**config.mk**
```make
export PLATFORM = sky130hd
export DESIGN_NAME = round_robin_sensor_poller_top
export DESIGN_NICKNAME = d
export VERILOG_FILES = /design/src/rrsp_pkg.sv /design/src/rrsp_scan.sv /design/src/rrsp_dist.sv /design/src/round_robin_sensor_poller_top.sv
export SDC_FILE = /design/constraint.sdc
export NUM_CORES = 1
export LEC_CHECK = 0
export BUFFER_PORTS_ARGS = -buffer_cell sky130_fd_sc_hd__buf_4
export CORE_MARGIN = 3
export CORE_UTILIZATION = 55
export DETAILED_ROUTE_END_ITERATION = 7
export GPL_TIMING_DRIVEN = 0
export HOLD_SLACK_MARGIN = 0.02
export PLACE_DENSITY = 0.74
export SYNTH_ARGS = -nofsm -noshare
export SYNTH_HDL_FRONTEND = slang
export SYNTH_SLANG_ARGS = --single-unit
```
**constraint.sdc**
```tcl
create_clock -name aclk -period 3.2 [get_ports aclk]
set_clock_uncertainty 0.2 [all_clocks]
set_input_delay 0.32 -clock aclk [delete_from_list [all_inputs] [get_ports aclk]]
set_output_delay 0.32 -clock aclk [all_outputs]
set_load 0.005 [all_outputs]
```
**src/rrsp_pkg.sv**
```systemverilog
// shared types, constants and request table for the round-robin sensor poller
`timescale 1ns / 1ps

package rrsp_pkg;

    localparam int CH_W     = 4;
    localparam int MASK_W   = 12;
    localparam int DIST_W   = 16;
    localparam int BYTE_W   = 8;
    localparam int CMD_W    = 2;
    localparam int CFG_IDX_W  = 1;
    localparam int CFG_DATA_W = 16;
    localparam int S_DATA_W = 32;
    localparam int M_DATA_W = 48;

    localparam logic [DIST_W-1:0] NO_REPLY      = 16'hFFFF;
    localparam logic [DIST_W-1:0] HEALTH_RESET  = 16'd2000;
    localparam logic [BYTE_W-1:0] REPLY_BYTES   = 8'd2;

    localparam logic [CFG_IDX_W-1:0] REG_ENABLE_MASK  = 1'd0;
    localparam logic [CFG_IDX_W-1:0] REG_HEALTH_LIMIT = 1'd1;

    typedef enum logic [CMD_W-1:0] {
        CMD_POLL  = 2'd0,
        CMD_REPLY = 2'd1,
        CMD_TICK  = 2'd2,
        CMD_READ  = 2'd3
    } cmd_t;

    typedef struct packed {
        logic [BYTE_W-1:0] address;
        logic [BYTE_W-1:0] register_num;
        logic [BYTE_W-1:0] command;
    } request_t;

    // result item, send_valid in the lowest bit
    typedef struct packed {
        logic              healthy;
        logic [DIST_W-1:0] read_distance;
        logic              timed_out;
        logic [CH_W-1:0]   polled_channel;
        logic [BYTE_W-1:0] send_command;
        logic [BYTE_W-1:0] send_register;
        logic [BYTE_W-1:0] send_address;
        logic              send_valid;
    } result_t;

    typedef struct packed {
        logic            done;
        logic            found;
        logic [CH_W-1:0] channel;
    } scan_status_t;

    function automatic logic [CH_W-1:0] chan_next(input logic [CH_W-1:0] c,
                                                  input logic [CH_W-1:0] last);
        logic [CH_W-1:0] n;
        n = (c == last) ? '0 : c + 4'd1;
        return n;
    endfunction

    function automatic request_t req_rom(input logic [CH_W-1:0] c);
        request_t r;
        case (c)
            4'd0:    r = '{8'hE8, 8'h02, 8'h01};
            4'd1:    r = '{8'hE8, 8'h02, 8'h02};
            4'd2:    r = '{8'hE8, 8'h02, 8'h03};
            4'd3:    r = '{8'hE8, 8'h02, 8'h04};
            4'd4:    r = '{8'hE8, 8'h02, 8'h05};
            4'd5:    r = '{8'hE8, 8'h02, 8'h06};
            4'd6:    r = '{8'hEA, 8'h02, 8'h02};
            4'd7:    r = '{8'hEA, 8'h02, 8'h06};
            4'd8:    r = '{8'hEA, 8'h02, 8'h01};
            4'd9:    r = '{8'hEA, 8'h02, 8'h03};
            4'd10:   r = '{8'hEA, 8'h02, 8'h04};
            4'd11:   r = '{8'hEA, 8'h02, 8'h05};
            default: r = '{8'h00, 8'h00, 8'h00};
        endcase
        return r;
    endfunction

endpackage

```
**src/rrsp_scan.sv**
```systemverilog
// circular search for the next enabled channel, one mask bit tested per cycle
`timescale 1ns / 1ps

module rrsp_scan
    import rrsp_pkg::*;
#(
    parameter int CHANNELS = 12
) (
    input  logic              aclk,
    input  logic              aresetn,
    input  logic              start,
    input  logic [CH_W-1:0]   start_ch,
    input  logic [MASK_W-1:0] mask,
    output scan_status_t      status
);

    localparam int TRY_W = $clog2(CHANNELS + 1);
    localparam logic [CH_W-1:0]  LAST_CH   = CH_W'(CHANNELS - 1);
    localparam logic [TRY_W-1:0] LAST_TRY  = TRY_W'(CHANNELS - 1);

    logic             active_reg;
    logic [CH_W-1:0]  ch_reg;
    logic [TRY_W-1:0] tries_reg;
    logic             hit;
    logic             last_try;

    assign hit      = mask[ch_reg];
    assign last_try = (tries_reg == LAST_TRY);

    assign status.done    = active_reg && (hit || last_try);
    assign status.found   = active_reg && hit;
    // after a full miss the channel has gone all the way round to its start
    assign status.channel = hit ? ch_reg : chan_next(ch_reg, LAST_CH);

    always_ff @(posedge aclk) begin
        if (!aresetn) begin
            active_reg <= 1'b0;
            ch_reg     <= '0;
            tries_reg  <= '0;
        end else if (start) begin
            active_reg <= 1'b1;
            ch_reg     <= start_ch;
            tries_reg  <= '0;
        end else if (active_reg) begin
            if (hit || last_try) begin
                active_reg <= 1'b0;
            end else begin
                ch_reg    <= chan_next(ch_reg, LAST_CH);
                tries_reg <= tries_reg + TRY_W'(1);
            end
        end
    end

endmodule

```
**src/rrsp_dist.sv**
```systemverilog
// per-channel distance registers, cleared at reset
`timescale 1ns / 1ps

module rrsp_dist
    import rrsp_pkg::*;
#(
    parameter int CHANNELS = 12
) (
    input  logic              aclk,
    input  logic              aresetn,
    input  logic              wr_en,
    input  logic [CH_W-1:0]   wr_addr,
    input  logic [DIST_W-1:0] wr_data,
    input  logic [CH_W-1:0]   rd_addr,
    output logic [DIST_W-1:0] rd_data
);

    localparam int IDX_W = (CHANNELS > 1) ? $clog2(CHANNELS) : 1;
    localparam logic [CH_W-1:0] LAST_CH = CH_W'(CHANNELS - 1);

    logic [DIST_W-1:0] dist_reg [CHANNELS];

    // out-of-range channels read as zero
    assign rd_data = (rd_addr > LAST_CH) ? '0 : dist_reg[rd_addr[IDX_W-1:0]];

    always_ff @(posedge aclk) begin
        if (!aresetn) begin
            for (int i = 0; i < CHANNELS; i++) begin
                dist_reg[i] <= '0;
            end
        end else if (wr_en && (wr_addr <= LAST_CH)) begin
            dist_reg[wr_addr[IDX_W-1:0]] <= wr_data;
        end
    end

endmodule

```
**src/round_robin_sensor_poller_top.sv**
```systemverilog
// top level: request handshake, sequencer, channel state and result register
// sequence: idle registers the request, exec runs the command, a poll with a nonzero mask
//   then searches in scan, one mask bit tested per cycle, and emit loads the result
// throughput: one request at a time, next request accepted the cycle after the result loads
// reset: aresetn synchronous active low; clears mask, channel, pending flag, tick count and
//   all stored distances at once, health limit returns to 2000
`timescale 1ns / 1ps

module round_robin_sensor_poller_top
    import rrsp_pkg::*;
#(
    parameter int CHANNELS = 12
) (
    input  logic                  aclk,
    input  logic                  aresetn,
    input  logic                  s_tvalid,
    output logic                  s_tready,
    // reply_len[7:0], reply_high[15:8], reply_low[23:16], read_channel[27:24], zero pad
    input  logic [S_DATA_W-1:0]   s_tdata,
    // cmd[1:0]
    input  logic [CMD_W-1:0]      s_tuser,
    output logic                  m_tvalid,
    input  logic                  m_tready,
    // send_valid[0], send_address[8:1], send_register[16:9], send_command[24:17],
    // polled_channel[28:25], timed_out[29], read_distance[45:30], healthy[46], zero pad
    output logic [M_DATA_W-1:0]   m_tdata,
    input  logic                  cfg_wr_en,
    input  logic [CFG_IDX_W-1:0]  cfg_index,
    input  logic [CFG_DATA_W-1:0] cfg_wdata
);

    localparam logic [CH_W-1:0] LAST_CH = CH_W'(CHANNELS - 1);

    typedef enum logic [1:0] {
        ST_IDLE,
        ST_EXEC,
        ST_SCAN,
        ST_EMIT
    } state_t;

    state_t              state_reg;
    cmd_t                cmd_reg;
    logic [BYTE_W-1:0]   len_reg;
    logic [BYTE_W-1:0]   hi_reg;
    logic [BYTE_W-1:0]   lo_reg;
    logic [CH_W-1:0]     rc_reg;
    logic [CH_W-1:0]     cur_reg;
    logic                await_reg;
    logic [DIST_W-1:0]   ticks_reg;
    logic [MASK_W-1:0]   mask_reg;
    logic [DIST_W-1:0]   limit_reg;
    logic                res_send_reg;
    logic [CH_W-1:0]     res_ch_reg;
    logic                res_timed_reg;
    logic [DIST_W-1:0]   res_read_reg;
    logic                m_tvalid_reg;
    logic [M_DATA_W-1:0] m_tdata_reg;

    logic              mask_zero;
    logic [CH_W-1:0]   poll_ch;
    logic              scan_start;
    logic [CH_W-1:0]   scan_ch;
    scan_status_t      scan_st;
    logic              st_we;
    logic [CH_W-1:0]   st_waddr;
    logic [DIST_W-1:0] st_wdata;
    logic [DIST_W-1:0] st_rdata;
    logic              out_free;
    request_t          req;
    result_t           res;

    assign s_tready  = (state_reg == ST_IDLE);
    assign m_tvalid  = m_tvalid_reg;
    assign m_tdata   = m_tdata_reg;
    assign mask_zero = (mask_reg == '0);
    assign out_free  = !m_tvalid_reg || m_tready;

    // a stale channel index wraps to zero before a poll uses it
    assign poll_ch = (cur_reg > LAST_CH) ? '0 : cur_reg;

    always_comb begin
        scan_start = 1'b0;
        scan_ch    = poll_ch;
        st_we      = 1'b0;
        st_waddr   = cur_reg;
        st_wdata   = {hi_reg, lo_reg};
        if (state_reg == ST_EXEC) begin
            case (cmd_reg)
                CMD_POLL: begin
                    if (!mask_zero) begin
                        scan_start = 1'b1;
                        if (await_reg) begin
                            // abandon the unanswered request
                            st_we    = 1'b1;
                            st_waddr = poll_ch;
                            st_wdata = NO_REPLY;
                            scan_ch  = chan_next(poll_ch, LAST_CH);
                        end
                    end
                end
                CMD_REPLY: begin
                    st_we = (len_reg == REPLY_BYTES) && await_reg;
                end
                default: begin
                end
            endcase
        end
    end

    always_comb begin
        req                 = req_rom(res_ch_reg);
        res.healthy         = mask_zero || (ticks_reg <= limit_reg);
        res.read_distance   = res_read_reg;
        res.timed_out       = res_timed_reg;
        res.polled_channel  = res_ch_reg;
        res.send_command    = res_send_reg ? req.command : '0;
        res.send_register   = res_send_reg ? req.register_num : '0;
        res.send_address    = res_send_reg ? req.address : '0;
        res.send_valid      = res_send_reg;
    end

    rrsp_scan #(
        .CHANNELS(CHANNELS)
    ) u_scan (
        .aclk    (aclk),
        .aresetn (aresetn),
        .start   (scan_start),
        .start_ch(scan_ch),
        .mask    (mask_reg),
        .status  (scan_st)
    );

    rrsp_dist #(
        .CHANNELS(CHANNELS)
    ) u_dist (
        .aclk    (aclk),
        .aresetn (aresetn),
        .wr_en   (st_we),
        .wr_addr (st_waddr),
        .wr_data (st_wdata),
        .rd_addr (rc_reg),
        .rd_data (st_rdata)
    );

    always_ff @(posedge aclk) begin
        if (!aresetn) begin
            state_reg     <= ST_IDLE;
            cur_reg       <= '0;
            await_reg     <= 1'b0;
            ticks_reg     <= '0;
            mask_reg      <= '0;
            limit_reg     <= HEALTH_RESET;
            m_tvalid_reg  <= 1'b0;
        end else begin
            if (cfg_wr_en) begin
                case (cfg_index)
                    REG_ENABLE_MASK:  mask_reg  <= cfg_wdata[MASK_W-1:0];
                    REG_HEALTH_LIMIT: limit_reg <= cfg_wdata;
                    default: begin
                    end
                endcase
            end

            // the emit state reloads the result register itself
            if (m_tvalid_reg && m_tready && (state_reg != ST_EMIT)) begin
                m_tvalid_reg <= 1'b0;
            end

            case (state_reg)
                ST_IDLE: begin
                    if (s_tvalid) begin
                        cmd_reg       <= cmd_t'(s_tuser);
                        len_reg       <= s_tdata[7:0];
                        hi_reg        <= s_tdata[15:8];
                        lo_reg        <= s_tdata[23:16];
                        rc_reg        <= s_tdata[27:24];
                        res_send_reg  <= 1'b0;
                        res_ch_reg    <= '0;
                        res_timed_reg <= 1'b0;
                        res_read_reg  <= '0;
                        state_reg     <= ST_EXEC;
                    end
                end
                ST_EXEC: begin
                    state_reg <= ST_EMIT;
                    case (cmd_reg)
                        CMD_POLL: begin
                            if (!mask_zero) begin
                                if (await_reg) begin
                                    res_timed_reg <= 1'b1;
                                    await_reg     <= 1'b0;
                                end
                                state_reg <= ST_SCAN;
                            end
                        end
                        CMD_REPLY: begin
                            if ((len_reg == REPLY_BYTES) && await_reg) begin
                                cur_reg   <= cur_reg + 4'd1;
                                await_reg <= 1'b0;
                                ticks_reg <= '0;
                            end
                        end
                        CMD_TICK: begin
                            if (ticks_reg != NO_REPLY) begin
                                ticks_reg <= ticks_reg + 16'd1;
                            end
                        end
                        CMD_READ: begin
                            res_read_reg <= st_rdata;
                        end
                        default: begin
                        end
                    endcase
                end
                ST_SCAN: begin
                    if (scan_st.done) begin
                        cur_reg   <= scan_st.channel;
                        state_reg <= ST_EMIT;
                        if (scan_st.found) begin
                            await_reg    <= 1'b1;
                            res_send_reg <= 1'b1;
                            res_ch_reg   <= scan_st.channel;
                        end
                    end
                end
                ST_EMIT: begin
                    if (out_free) begin
                        m_tvalid_reg <= 1'b1;
                        m_tdata_reg  <= {1'b0, res};
                        if (mask_zero) begin
                            ticks_reg <= '0;
                        end
                        state_reg <= ST_IDLE;
                    end
                end
                default: begin
                    state_reg <= ST_IDLE;
                end
            endcase
        end
    end

`ifndef SYNTHESIS
    // a pending request always refers to a real channel
    a_await_channel: assert property (@(posedge aclk) disable iff (!aresetn)
        await_reg |-> (cur_reg <= LAST_CH))
        else $error("pending request on out-of-range channel");

    // the scan unit only reports while the sequencer waits for it
    a_scan_owner: assert property (@(posedge aclk) disable iff (!aresetn)
        scan_st.done |-> (state_reg == ST_SCAN))
        else $error("scan finished outside the scan state");

    // a request becomes pending only through a successful search
    a_await_source: assert property (@(posedge aclk) disable iff (!aresetn)
        $rose(await_reg) |-> ($past(state_reg) == ST_SCAN) && $past(scan_st.found))
        else $error("pending flag set without a search hit");
`endif

endmodule
```
==> flow_summary.toml <==
[logic_synthesis]
synthCells = 1302
yosys.area.top_type = "edfxtp_1"
synth_cell_type_count = 69
synth_top_area_share_pct = 57.5
seq_area_frac_synth_pct = 64.9
async_flop_share_pct = 0
ys_warn_count = 0
ys_top_cells_by_area = "edfxtp_1 (58%), mux4_2 (10%), dfxtp_1 (7.4%)"
synth_common_cells = "edfxtp_1 (336), nor2_1 (241), nand2_1 (109)"
synth_edf_count = 336
syn_area_um2 = 17500
avgSynthCellArea_um2 = 13.5
synth_top_flop_cell = "edfxtp_1"
ys_ff_latch = 401
synth.most_common_cell = "edfxtp_1"

[power]
p_clk_share_pct = 37.0
leakage_nw = 7.89
seq_power_share_pct = 45.4
combPwrFrac_pct = 17.5
vdd_ir_drop_max_uv = 456
p_per_area_nw_per_um2 = 654
internal-power_mw = 10.3
swShare_pct = 26.0
p_sw_mw = 3.61

[worst_setup_path]
worstPathRequired_ns = 3.21
cpPeakStageDelay_ns = 0.52
crit_family = "simple AND/OR/NAND/NOR gates"
r2r_slack_ns = -0.05
critical_path_arrival_ns = 3.25
worstSetupEndpointType = "register"
cp_cell_sequence = "clkbuf_1 -> or3b_2 -> a31oi_1 -> o21a_1 -> buf_2 -> nand3_1 -> clkbuf_2 -> nand2_4"
path_class = "register to register"
crit_fanout = 16
start_kind = "register"
path_buf_inv = 3
slowest_stage = "or3b_2"

[routing]
drt_iter0_drc = 1254
final_antenna_net_count = 0
via_count = 11739
viasPerCell = 5.88
drt-total-wl_um = 40800
drc_errors = 0
wl_per_cell_um = 20.5
dr.pass1.iters = 6

[sta]
finalCritPeriodShare_pct = 101
setup_viol = 80
fin_setup_tns_ns = -1.70
maxSlewHeadroom_pct = 12.2
min_period_ns = 3.25
layout_setup_ws_ns = -0.0452
max_clock_freq_mhz = 308
hold_viol = 0
rsz0062_at_grt = "true"
slew_violations = 0
worst-slew-pin-transition_ns = 1.32

[finish]
final.fill_count = 2103
area_growth_pct = 21.2
drive_gt1_share_pct = 20.9
final_area_um2 = 21200
largest_register_ffs = 256
layout.nets = 1653
stdcell_count = 1996
diodes = 0

[global_routing]
grt_usage_pct = 24.4
grt_max_degree = 31
overflow = 0
antenna_found_initial = 1
grt_pass1_vias = 11669
grt_pass1_wl_um = 64000

[clock_tree]
clk_root_buffer_cell = "clkbuf_16"
htreeDepth = 2
cts-buffers-inserted = 41
insertion_delay_ns = 0.54
cts_sinks = 401
cts_buffer_depth = 3
clk_pin_slew_worst_paths_ns = 0.06
tritoncts = "yes"

[floorplan]
start_util_pct = 56.6
dieArea_um2 = 34100
io_pins = 106
core_um2 = 31000
num_rows = 64
dieWidth_um = 185
dieHeight_um = 185

[place]
placed_cell_area_um2 = 19000
place.gp.congestion = 0.845
hpwl_um = 28800
place_inst = 1864
port_buffers = 85

[run_status]
status = "finished with violations"
violations = "negative setup slack"

[job]
cap_violations = 0

[hold_path]
min_path_type = "primary input to register"
[kinds of logic after synthesis]
group                    share of synthesized area, %
AO/OA/AOI/OAI                                    5.56
XOR/XNOR                                        0.250
adder cells (fa/ha/maj)                          2.07
buffers and inverters                            3.42
flip-flops                                       64.9
multiplexers                                     11.6
other                                          0.0214
AND/OR/NAND/NOR                                  12.1
[per-stage QoR]
stage | utilization (%) | hold WS [ns] | worst slack (ns) | total power, mW
2_1_floorplan | - | 0.200 | 0.185 | 7.96
3_3_place_gp | 61.2 | 0.202 | -0.789 | 8.63
3_5_place_dp | 61.4 | 0.205 | -0.708 | 8.72
4_1_cts | 68.2 | 0.144 | -0.0155 | 13.9
5_1_grt | 68.6 | 0.204 | -0.238 | 14.4
6_report | 68.6 | 0.151 | -0.0452 | 13.9
[placed cells by master (no fill, tap or decap), types with 13 or more instances in the layout]
cell and n:
inv_1 47, nand2_1 100, o22ai_1 13, a21oi_1 54, clkbuf_16 41, dfxtp_1 65
o21ai_0 35, dlygate4sd3_1 50, ha_1 29, nor2b_1 26, nor2_2 14, conb_1 80
edfxtp_1 336, clkbuf_1 42, nand3_1 22, nor2_1 226, mux4_2 81, buf_4 111
[final timing paths]
path	cells after the start	from	endpoint
max	8	cmd_reg[1]	u_dist.dist_reg[2][0]
min	5	s_tvalid	state_reg[0]
max reg2reg	8	cmd_reg[1]	u_dist.dist_reg[2][0]
min reg2reg	0	res_read_reg[15]	m_tdata[45]
[timing repair]
item / 4_1_cts / 5_1_grt
hold endpoints to repair: 63 / 0
hold buffers: 50 / 0
pin swaps: 2 / 3
resized for setup: 36 / 18
buffers inserted: 3 / 5
setup endpoints to repair: 235 / 270
[cell type report]
type	instances	area (um2)	area share (%)
clock buffer	49	1100	5.16
sequential	401	11400	53.6
tap	396	495	2.33
timing repair buffer	145	1270	5.98
multi-input combinational	847	6020	28.3
inverter	48	180	0.848
buffer	84	430	2.03
clock inverter	26	363	1.71
[power groups by stage]
stage               clock network (mW)  logic [mW]  registers, mW
floorplan                            0        1.61           6.35
global placement                     0        2.23           6.40
detailed placement                   0        2.31           6.42
CTS                               5.19        2.38           6.31
global route                      5.40        2.64           6.35
finish                            5.15        2.43           6.31
[routing by layer]
layer  GRT usage [%]  vias to the layer above  wire length (um)
met2            40.9                      618             20200
met1            33.4                     5775             16200
met5               0                        -                16
met3            3.97                       83              3360
met4            6.89                        2              1010
li1                -                     5261                 -
[worst register-to-register path, cell delays in order (launching register included)]
cell and delay, ns:
edfxtp_1 0.39, clkbuf_1 0.22, or3b_2 0.52, a31oi_1 0.25
o21a_1 0.17, buf_2 0.19, nand3_1 0.33, clkbuf_2 0.36
nand2_4 0.29
Power figures use the tool's default switching activity.
